`config.mk`:
```
export PLATFORM = sky130hd
export DESIGN_NAME = kpug_keysched
export DESIGN_NICKNAME = d
export VERILOG_FILES = /design/src/rtl/kpug_pkg.sv /design/src/rtl/kpug_keysched.sv
export SDC_FILE = /design/constraint.sdc
export NUM_CORES = 1
export LEC_CHECK = 0
export BUFFER_PORTS_ARGS = -buffer_cell sky130_fd_sc_hd__buf_4
export CAP_MARGIN = 20
export CORE_MARGIN = 5
export CORE_UTILIZATION = 40
export CTS_BUF_LIST = sky130_fd_sc_hd__clkbuf_16
export DETAILED_ROUTE_END_ITERATION = 10
export SLEW_MARGIN = 10
export SYNTH_ARGS = -nofsm -noshare
export SYNTH_HDL_FRONTEND = slang
export SYNTH_SLANG_ARGS = --single-unit
```
`constraint.sdc`:
```
create_clock -name clk_i -period 4.9 [get_ports clk_i]
set_input_delay 0.245 -clock clk_i [delete_from_list [all_inputs] [get_ports clk_i]]
set_output_delay 0.245 -clock clk_i [all_outputs]
set_load 0.005 [all_outputs]
```
`src/rtl/kpug_pkg.sv`:
```
// ----------------------------------------------------------------------------
// kpug_pkg
// Shared constants, types and codes of the keyed permutation UUID generator.
// ----------------------------------------------------------------------------
`default_nettype none

package kpug_pkg;

  localparam int unsigned ROUNDS = 32;
  localparam int unsigned RK_AW  = $clog2(ROUNDS);
  localparam int unsigned WORD_W = 64;

  localparam logic [RK_AW-1:0] RK_FIRST = '0;
  localparam logic [RK_AW-1:0] RK_LAST  = RK_AW'(ROUNDS - 1);

  localparam logic [5:0] TOP6_ZERO   = 6'b00_0000;
  localparam logic [3:0] VERSION_NIB = 4'h4;
  localparam logic [1:0] VARIANT_BITS = 2'b10;

  localparam int unsigned CFG_AW = 5;
  localparam int unsigned IN_W   = 128;
  localparam int unsigned RES_W  = 258;
  localparam int unsigned OUT_W  = 264;

  typedef enum logic {
    CMD_GEN   = 1'b0,
    CMD_CHECK = 1'b1
  } cmd_e;

  typedef enum logic [1:0] {
    REG_KEY_LOW    = 2'd0,
    REG_KEY_HIGH   = 2'd1,
    REG_START_LOW  = 2'd2,
    REG_START_HIGH = 2'd3
  } reg_e;

  typedef enum logic [1:0] {
    ST_IDLE,
    ST_RUN,
    ST_FIN
  } state_e;

  typedef struct packed {
    logic start;
    logic decrypt;
  } cipher_req_t;

  typedef struct packed {
    logic busy;
    logic done;
  } cipher_sts_t;

endpackage

`default_nettype wire

```
`src/rtl/kpug_keysched.sv`:
```
// ----------------------------------------------------------------------------
// kpug_keysched
// Expands the 128-bit key into the round key memory, one round key a cycle.
// ----------------------------------------------------------------------------
`default_nettype none

module kpug_keysched (
  input  wire logic                       clk_i,
  input  wire logic                       rst_ni,
  input  wire logic                       start_i,
  input  wire logic [kpug_pkg::WORD_W-1:0] key_lo_i,
  input  wire logic [kpug_pkg::WORD_W-1:0] key_hi_i,
  output logic                            busy_o,
  output logic                            we_o,
  output logic [kpug_pkg::RK_AW-1:0]      waddr_o,
  output logic [kpug_pkg::WORD_W-1:0]     wdata_o
);

  logic                         busy_q;
  logic [kpug_pkg::RK_AW-1:0]   idx_q;
  logic [kpug_pkg::WORD_W-1:0]  l_q, k_q;
  logic [kpug_pkg::WORD_W-1:0]  l_d, k_d;

  always_comb begin
    l_d = ({l_q[7:0], l_q[63:8]} + k_q) ^ kpug_pkg::WORD_W'(idx_q);
    k_d = {k_q[60:0], k_q[63:61]} ^ l_d;
  end

  always_ff @(posedge clk_i or negedge rst_ni) begin
    if (!rst_ni) begin
      busy_q <= 1'b1;
      idx_q  <= kpug_pkg::RK_FIRST;
      l_q    <= '0;
      k_q    <= '0;
    end else if (start_i) begin
      busy_q <= 1'b1;
      idx_q  <= kpug_pkg::RK_FIRST;
      l_q    <= key_lo_i;
      k_q    <= key_hi_i;
    end else if (busy_q) begin
      l_q   <= l_d;
      k_q   <= k_d;
      idx_q <= idx_q + 1'b1;
      if (idx_q == kpug_pkg::RK_LAST) begin
        busy_q <= 1'b0;
      end
    end
  end

  assign busy_o  = busy_q;
  assign we_o    = busy_q;
  assign waddr_o = idx_q;
  assign wdata_o = k_q;

endmodule

`default_nettype wire

```
==> results.md <==
- Critical path class: register to register
- Mapped Nets: 1501
- Vias/cell: 5.720
- DPL Wire Length: 27460 um
- Later-pin clock latency in the skew report: 0.43 ns
- Initial DRC Count: 798
- CP startpoint: wdata_o[0]
- RSZ-0062 raised after global routing: false
- Ant diodes: 0
- Clock transition at path regs: 0.06 ns
- Syn avg cell area: 8.394 um^2
- Routed len/inst: 20.06 um
- Row count: 60
- Status: completed
- Initial Utilization: 0.4061
- Vias in the first global route: 10070
- First-pass GRT wire length: 57120 um
- IO Port Bufs: 201
- Total I/O pin count: 202
- Crit Reg-Reg Endpoint: l_q[60]
- Netlist Area Pre-Place: 10950 um^2
- DR vias: 10318
- Final WL: 36190 um
- # nets final: 1649
- CTS sink cnt: 134
- Vert. Die Dim: 175.4 um
- Clk root buf: clkbuf_16
- EDFF count, synth: 0
- Synth unique cells: 90
- FILL cells: 2615
- Syn Inst Count: 1304
- Yosys warns: 0
- Flops & latches, synth: 134
- GRT Util Overall: 0.2307
- Final setup vio count: 0
- Final worst path period need: 3.411 ns
- Post-cts sizing count: 0
- Flop-to-flop setup slack: 1.49 ns
- RD Place Congestion: 0.9059
- Slew headroom: 0.4080
- Most used DFF post-synth: dfrtp_1
- Drc violations: 0
- Worst R2R Start: wdata_o[0]
- Core Region: 26950 um^2
- Most frequent cells in the layout: buf_4, nand2_1, dfrtp_1, a21oi_1, o21ai_0
- Area added between synthesis and finish: 20.77%
- Worst Skew: 0.007831 ns
- Gr ovfl total: 0
- CTS tree: yes
- Largest fanout on the critical path: 4
- Final ANT Viol Nets: 0
- Max Cap Viol: 0
- WP data required: 5.24 ns
- Arrival time worst endpoint: 3.76 ns
- Asr flop ratio synth: 1.000
- Period utilization: 0.6961
- Largest net degree at the start of global routing: 93
- Number of H-tree levels: 4
- Initial antenna violation count: 0
- Hold Path Class: input pin to register
- Most common cell after layout, fill and taps aside: buf_4
- Worst-margin pin slew: 0.8880 ns
- FMAX: 293.2 MHz
- Number of failing hold endpoints at the final stage: 0
- Crit. End Element: register
- Clock buffer count from CTS: 17
- Pre-antenna DRT Iters: 5
- Die footprint: 30770 um^2
- Setup Fix Bufs, Post-CTS: 0
- Worst Setup Start Kind: register
- Sequential area share after synthesis: 0.3065
- Clk buf depth: 2
- CP Capture Point: l_q[60]
- R2R cell count: 13
- Fin. max-slew vios: 0
- Horiz. Die Dim: 175.4 um
- Share of cells above drive strength 1: 0.1866
- TNS Setup: 0 ns
## timing repair
| action | in CTS | in global routing |
|---|---|---|
| hold endpoints to repair | 89 | 0 |
| hold buffers | 1 | 0 |
| setup endpoints to repair | 0 | 0 |
## metal layers
layer / part of all wire / global-route usage / routed length, um / vias up
li1: - / - / - / 5004
met1: 0.48 / 0.3417 / 17370 / 4987
met2: 0.45 / 0.3541 / 16300 / 292
met3: 0.052 / 0.03487 / 1883 / 35
met4: 0.018 / 0.05783 / 641 / 0
met5: 0 / 0 / 0 / -
## area by class of cell
class                   count  area (um^2)  share of cell area
clock buffers              17        425.4             0.03218
clock inverters            13        182.7             0.01382
inverters                  18        67.56            0.005111
multi-input cells        1072         7179              0.5431
flip-flops and latches    134         3358              0.2540
well taps                 341        426.7             0.03228
repair buffers            209         1579              0.1195
## registers in the layout (all words and copies together), names as in the netlist
register and flops:
wdata_o 64, l_q 64, busy_o 1, waddr_o 5
## through the flow
step                      instance area (um^2)  utilization  hold slack [ns]  cells  worst slack, ns
after floorplan                          10950            -         -0.05059   1304            2.080
after global placement                   12600       0.4675           0.3914   1773            1.581
after detailed placement                 12600       0.4675           0.3952   1773            1.543
after CTS                                13220       0.4905          0.01005   1804            1.509
after global routing                     13220       0.4905          0.02480   1804            1.265
final                                    13220       0.4905          0.02304   1804            1.489
## worst max-delay path, stage by stage (launching register included)
cell,delay [ns]
dfrtp_1,0.41
ha_1,0.19
inv_1,0.06
fa_1,0.39
nand2b_1,0.18
a21o_1,0.19
a31o_1,0.27
a31oi_1,0.31
o21bai_1,0.20
a211oi_1,0.43
o21ai_1,0.12
xnor2_1,0.29
nand2_1,0.09
a2bb2oi_1,0.19
## how the worst min path moves through the flow
stage | cells past startpoint | from | endpoint | slack [ns]
after global placement | 1 | rst_ni | wdata_o[15] | 0.39
after floorplan | 0 | rst_ni | l_q[0] | -0.05
after global routing | 2 | key_lo_i[16] | l_q[16] | 0.02
after detailed placement | 1 | rst_ni | wdata_o[15] | 0.40
after CTS | 3 | key_hi_i[2] | wdata_o[2] | 0.01
final | 3 | key_hi_i[2] | wdata_o[2] | 0.02
## synthesized netlist by cell type, drive strengths merged, types with 17 or more instances
cell | count | area (um^2)
a21o | 40 | 307.8
a21oi | 135 | 686.9
and3 | 30 | 192.7
buf | 28 | 147.6
clkbuf | 52 | 196.4
dfrtp | 133 | 3328
ha | 65 | 813.3
inv | 17 | 63.81
mux2i | 65 | 650.6
nand2 | 170 | 638.1
nand3 | 33 | 165.2
nor2 | 79 | 296.5
o21ai | 132 | 664.4
xnor2 | 82 | 733.2
xor2 | 42 | 375.4
## cells by family after synthesis
group	synth area share
and+or+nand+nor	0.1602
AOI/OAI and AO/OA	0.2579
DFF	0.3065
muxes	0.06047
xor gates and xnor gates	0.1013
adders and majority gates	0.07613
buffers and inverters	0.03761
Power is not shown: default switching activity piles up to over one toggle a cycle in this logic, so the estimate is an artifact.
