===== config.mk =====
export PLATFORM = sky130hd
export DESIGN_NAME = kpug_cipher
export DESIGN_NICKNAME = d
export VERILOG_FILES = /design/src/rtl/kpug_pkg.sv /design/src/rtl/kpug_cipher.sv
export SDC_FILE = /design/constraint.sdc
export NUM_CORES = 1
export LEC_CHECK = 0
export BUFFER_PORTS_ARGS = -buffer_cell sky130_fd_sc_hd__buf_2
export CORE_MARGIN = 5
export CORE_UTILIZATION = 45
export DETAILED_ROUTE_END_ITERATION = 16
export PLACE_DENSITY = 0.66
export SETUP_SLACK_MARGIN = 0.3
export SYNTH_ARGS = -nofsm -noshare
export SYNTH_HDL_FRONTEND = slang
export SYNTH_SLANG_ARGS = --single-unit

===== constraint.sdc =====
create_clock -name clk_i -period 4.95 [get_ports clk_i]
set_input_delay 0 -clock clk_i [delete_from_list [all_inputs] [get_ports clk_i]]
set_output_delay 0 -clock clk_i [all_outputs]
set_load 0.02 [all_outputs]

===== src/rtl/kpug_pkg.sv =====
// ----------------------------------------------------------------------------
// kpug_pkg
// Shared constants, types and codes of the keyed permutation UUID generator.
// ----------------------------------------------------------------------------
`default_nettype none

package kpug_pkg;

  localparam int unsigned ROUNDS = 32;
  localparam int unsigned RK_AW  = $clog2(ROUNDS);
  localparam int unsigned WORD_W = 64;

  localparam logic [RK_AW-1:0] RK_FIRST = '0;
  localparam logic [RK_AW-1:0] RK_LAST  = RK_AW'(ROUNDS - 1);

  localparam logic [5:0] TOP6_ZERO   = 6'b00_0000;
  localparam logic [3:0] VERSION_NIB = 4'h4;
  localparam logic [1:0] VARIANT_BITS = 2'b10;

  localparam int unsigned CFG_AW = 5;
  localparam int unsigned IN_W   = 128;
  localparam int unsigned RES_W  = 258;
  localparam int unsigned OUT_W  = 264;

  typedef enum logic {
    CMD_GEN   = 1'b0,
    CMD_CHECK = 1'b1
  } cmd_e;

  typedef enum logic [1:0] {
    REG_KEY_LOW    = 2'd0,
    REG_KEY_HIGH   = 2'd1,
    REG_START_LOW  = 2'd2,
    REG_START_HIGH = 2'd3
  } reg_e;

  typedef enum logic [1:0] {
    ST_IDLE,
    ST_RUN,
    ST_FIN
  } state_e;

  typedef struct packed {
    logic start;
    logic decrypt;
  } cipher_req_t;

  typedef struct packed {
    logic busy;
    logic done;
  } cipher_sts_t;

endpackage

`default_nettype wire


===== src/rtl/kpug_cipher.sv =====
// ----------------------------------------------------------------------------
// kpug_cipher
// Iterative forward and inverse cipher walk, one round a cycle, fetching the
// round keys from the round key memory in the cycle before each round.
// ----------------------------------------------------------------------------
`default_nettype none

module kpug_cipher (
  input  wire logic                        clk_i,
  input  wire logic                        rst_ni,
  input  wire kpug_pkg::cipher_req_t       req_i,
  input  wire logic [kpug_pkg::WORD_W-1:0] x_i,
  input  wire logic [kpug_pkg::WORD_W-1:0] y_i,
  output kpug_pkg::cipher_sts_t            sts_o,
  output logic [kpug_pkg::WORD_W-1:0]      x_o,
  output logic [kpug_pkg::WORD_W-1:0]      y_o,
  output logic [kpug_pkg::RK_AW-1:0]       rk_raddr_o,
  input  wire logic [kpug_pkg::WORD_W-1:0] rk_rdata_i
);

  logic                        busy_q, done_q, dec_q;
  logic [kpug_pkg::RK_AW-1:0]  addr_q, addr_first, addr_next;
  logic [kpug_pkg::WORD_W-1:0] x_q, y_q, x_d, y_d;
  logic                        pass_end;

  always_comb begin
    addr_first = req_i.decrypt ? kpug_pkg::RK_LAST : kpug_pkg::RK_FIRST;
    if (dec_q) begin
      addr_next = (addr_q == kpug_pkg::RK_FIRST) ? kpug_pkg::RK_LAST : addr_q - 1'b1;
      pass_end  = (addr_q == kpug_pkg::RK_FIRST);
    end else begin
      addr_next = (addr_q == kpug_pkg::RK_LAST) ? kpug_pkg::RK_FIRST : addr_q + 1'b1;
      pass_end  = (addr_q == kpug_pkg::RK_LAST);
    end
  end

  always_comb begin
    if (dec_q) begin
      y_d = {(y_q[2:0] ^ x_q[2:0]), (y_q[63:3] ^ x_q[63:3])};
      x_d = (x_q ^ rk_rdata_i) - y_d;
      x_d = {x_d[55:0], x_d[63:56]};
    end else begin
      x_d = ({x_q[7:0], x_q[63:8]} + y_q) ^ rk_rdata_i;
      y_d = {y_q[60:0], y_q[63:61]} ^ x_d;
    end
  end

  always_ff @(posedge clk_i or negedge rst_ni) begin
    if (!rst_ni) begin
      busy_q <= 1'b0;
      done_q <= 1'b0;
      dec_q  <= 1'b0;
      addr_q <= kpug_pkg::RK_FIRST;
    end else if (req_i.start) begin
      busy_q <= 1'b1;
      done_q <= 1'b0;
      dec_q  <= req_i.decrypt;
      addr_q <= addr_first;
    end else if (busy_q) begin
      addr_q <= addr_next;
      if (pass_end && (y_d[63:58] == kpug_pkg::TOP6_ZERO)) begin
        busy_q <= 1'b0;
        done_q <= 1'b1;
      end
    end else begin
      done_q <= 1'b0;
    end
  end

  always_ff @(posedge clk_i) begin
    if (req_i.start) begin
      x_q <= x_i;
      y_q <= y_i;
    end else if (busy_q) begin
      x_q <= x_d;
      y_q <= y_d;
    end
  end

  assign rk_raddr_o = req_i.start ? addr_first : addr_next;
  assign sts_o.busy = busy_q;
  assign sts_o.done = done_q;
  assign x_o        = x_q;
  assign y_o        = y_q;

endmodule

`default_nettype wire


==> flow_summary.toml <==
[timing]
timing.hold.ws_ns = 0.0238
fin_crit_ns = 4.40
finalMaxSlewViolations = 0
slew_headroom_pct = 31.5
tightest_slew_ns = 1.02
fin_ws_ns = 0.552
finalCritPeriodShare_pct = 88.8
finalSetupTns_ns = 0
finClkSkew_ns = 0.0155
rsz0062_at_grt = "no"
clock.fmax_ghz = 0.227
hold_viol_final = 0
setup_viol_count_final = 0

[grt]
busiest_layer = "met2"
grt_pass1_wl_mm = 104
grtUsageMet3_pct = 4.50
grt_max_degree = 87
grt_use_total_pct = 32.1
met2_usage_pct = 52.1
grt-ovfl-total = 0
grt_use_met1_pct = 44.4
first_global_vias = 17500
antenna_found_initial = 0

[clocking]
clockRootBuffer = "clkbuf_16"
cts.clk_slew.worst_paths_ns = 0.06
numCtsBuffers = 17
cts_sinks = 136
cts_max_level = 4
tritoncts = "built"
cts.path.max_buffers = 2
clkLatencyLatePin_ns = 0.47

[die]
dieWidth_um = 204
ios = 331
die-area_um2 = 41400
initial_core_util_pct = 45.2
die_h_um = 204
row_count = 71
core-area_um2 = 37300

[hold_path]
timing.hold.worst_endpoint = "x_o[5]$_DFFE_PP_"
holdPathStages = 3
worstHoldStart = "x_i[5]"
min_path_type = "primary input to flip-flop"

[logic_synthesis]
yosysMostFrequentCell = "xnor2_1"
synth_fp_nets = 2360
syn_area_um2 = 16900
synth-simple-area-share_pct = 13.9
ys_ff_latch = 136
synth_mux_area_share_pct = 2.26
synth_compound_area_share_pct = 26.4
synth-seq-area-share_pct = 24.0
yosys.cell_types.count = 97
netlist_top_cells_area = "edfxtp_1, xnor2_1, ha_1"
synth_area_leader_cell = "edfxtp_1"
synth-edff-count = 128
synth_top_area_share_pct = 22.8
avgSynthCellArea_um2 = 8.30
ys.flop_type = "edfxtp_1"
synth-async-reset-ratio_pct = 5.88
synthAdderAreaFrac_pct = 9.81
synth_top_family_by_area = "compound AO/OA/AOI/OAI gates"
yosysWarnings = 0
synth-xor-area-share_pct = 19.5
synth_commonest_cells = "xnor2_1, a21oi_1, nand2_1"
syn_inst = 2033

[routing]
antenna_left = 0
num_vias = 17800
drt_wl_total_mm = 68.9
detail_route.wl_per_cell_um = 23.7
drt_iter0_markers = 1628
vias_per_cell = 6.12
first_pass_iters = 5
drcViolationCount = 0

[setup_path]
slowest_stage = "edfxtp_1"
worstSetupPathType = "flip-flop to flip-flop"
worst-r2r-setup-slack_ns = 0.55
crit_chain = "xor2_1 -> ha_1 -> fa_1 -> nor2b_1 -> o31ai_2 -> a211oi_2 -> nor3_1 -> o21ai_1 -> o22a_1 -> a31o_2 -> a41oi_2 -> o41ai_2 -> buf_4 -> mux2_1 -> a211oi_1"
cp.arrival_ns = 4.69
cp_max_fo = 4
end_kind = "flip-flop"
path_buf_inv = 1
r2r-end = "x_o[2]$_DFFE_PP_"
critical_path.top_delay_family = "compound AO/OA/AOI/OAI gates"
r2r-start = "y_o[3]$_DFFE_PP_"
required_ns = 5.24
start_kind = "flip-flop"
cpPeakStageDelay_ns = 0.50
r2r_cells = 15

[place]
dpl.cell_count = 2747
post-dp-hpwl_mm = 54.2
io_buffers = 330
place_congestion = 0.971
place_ws_ns = 0.532

[cells_and_area]
antenna_cells = 0
num-nets-final = 2747
area_delta_synth_final_pct = 22.0
layout-drive-gt1-share_pct = 17.2
stdcell_count = 2903

[flow_run]
cap_violations = 0

[outcome]
status = "finished, final reports clean"
metrics by stage:
stage | area (µm²) | utilization [%]
final | 20600 | 55.1
after global routing | 20600 | 55.1
after CTS | 20600 | 55.1
after detailed placement | 18800 | 50.3
after global placement | 18800 | 50.3
after floorplan | 16900 | -
layout make-up:
cell class | instances | area, µm²
clock inverter | 8 | 60.1
tap | 474 | 593
clock buffer | 20 | 437
multi-input combinational | 1723 | 12100
fill | 3531 | 16700
timing repair buffer | 470 | 3040
inverter | 72 | 275
sequential | 136 | 4050
layer usage:
| layer | vias up | routed length (µm) |
|---|---|---|
| met4 | 0 | 1890 |
| met2 | 958 | 31500 |
| li1 | 8201 | - |
| met1 | 8487 | 29800 |
| met3 | 117 | 5650 |
| met5 | - | 0 |
tightest hold or removal path, cell delays in order:
cell     delay (ns)
buf_2          0.12
o21ai_0        0.14
nor3_1         0.06
layout by cell type, fill, tap and decap left out, types with 7 or more instances in the layout:
cell type,netlist,layout
buf_2,9,329
xnor2_1,235,235
a21oi_1,231,231
nand2_1,164,164
o21ai_0,153,153
nor2_1,142,142
xor2_1,133,133
ha_1,129,129
dlygate4sd3_1,0,128
edfxtp_1,128,128
a21o_1,88,88
inv_1,70,69
a211oi_1,39,38
nand4_1,28,28
nand3_1,25,25
and3_1,23,23
mux2_2,23,23
nor3_1,19,19
o21a_1,18,18
nand2b_1,18,18
o21bai_1,18,18
clkbuf_16,0,17
and2_1,14,14
a31oi_1,14,14
o21ai_1,12,12
buf_4,10,12
nor2b_1,11,11
o22a_1,11,11
mux2i_1,11,11
o211ai_1,10,10
o221ai_1,9,9
o31ai_1,9,9
a221oi_1,7,7
and4_1,7,7
dfrtp_1,8,7
timing repair:
item	in CTS	in global routing
hold buffers	128	0
gates resized for setup	0	1
buffers inserted	0	0
endpoints found under the setup margin	0	2
hold endpoints to repair	137	0
state kept, by name, summed over array words and instances, names as in the netlist:
| name | cells |
|---|---|
| x_o | 64 |
| y_o | 64 |
| addr_q | 5 |
| busy_q | 1 |
| dec_q | 1 |
| done_q | 1 |
worst max path at each step:
stage / cells past startpoint / to / slack (ns) / startpoint
2_1_floorplan: 3 / addr_q[3]$_DFFE_PN0P_ / 0.67 / busy_q$_DFF_PN0_
3_3_place_gp: 15 / x_o[2]$_DFFE_PP_ / 0.64 / y_o[3]$_DFFE_PP_
3_5_place_dp: 15 / x_o[2]$_DFFE_PP_ / 0.53 / y_o[3]$_DFFE_PP_
4_1_cts: 15 / x_o[2]$_DFFE_PP_ / 0.49 / y_o[3]$_DFFE_PP_
5_1_grt: 15 / x_o[2]$_DFFE_PP_ / 0.37 / y_o[3]$_DFFE_PP_
6_report: 15 / x_o[2]$_DFFE_PP_ / 0.55 / y_o[3]$_DFFE_PP_
logic make-up (layout without fill, tap and decap cells):
kind of cell / Yosys count / in the layout
DFF: 136 / 136
buffers and inverters: 174 / 570
AOI/OAI and AO/OA: 696 / 696
muxes: 35 / 35
xor gates and xnor gates: 371 / 371
and+or+nand+nor: 490 / 490
adders and majority gates: 131 / 131
Power is not shown: default switching activity piles up to over one toggle a cycle in this logic, so the estimate is an artifact.
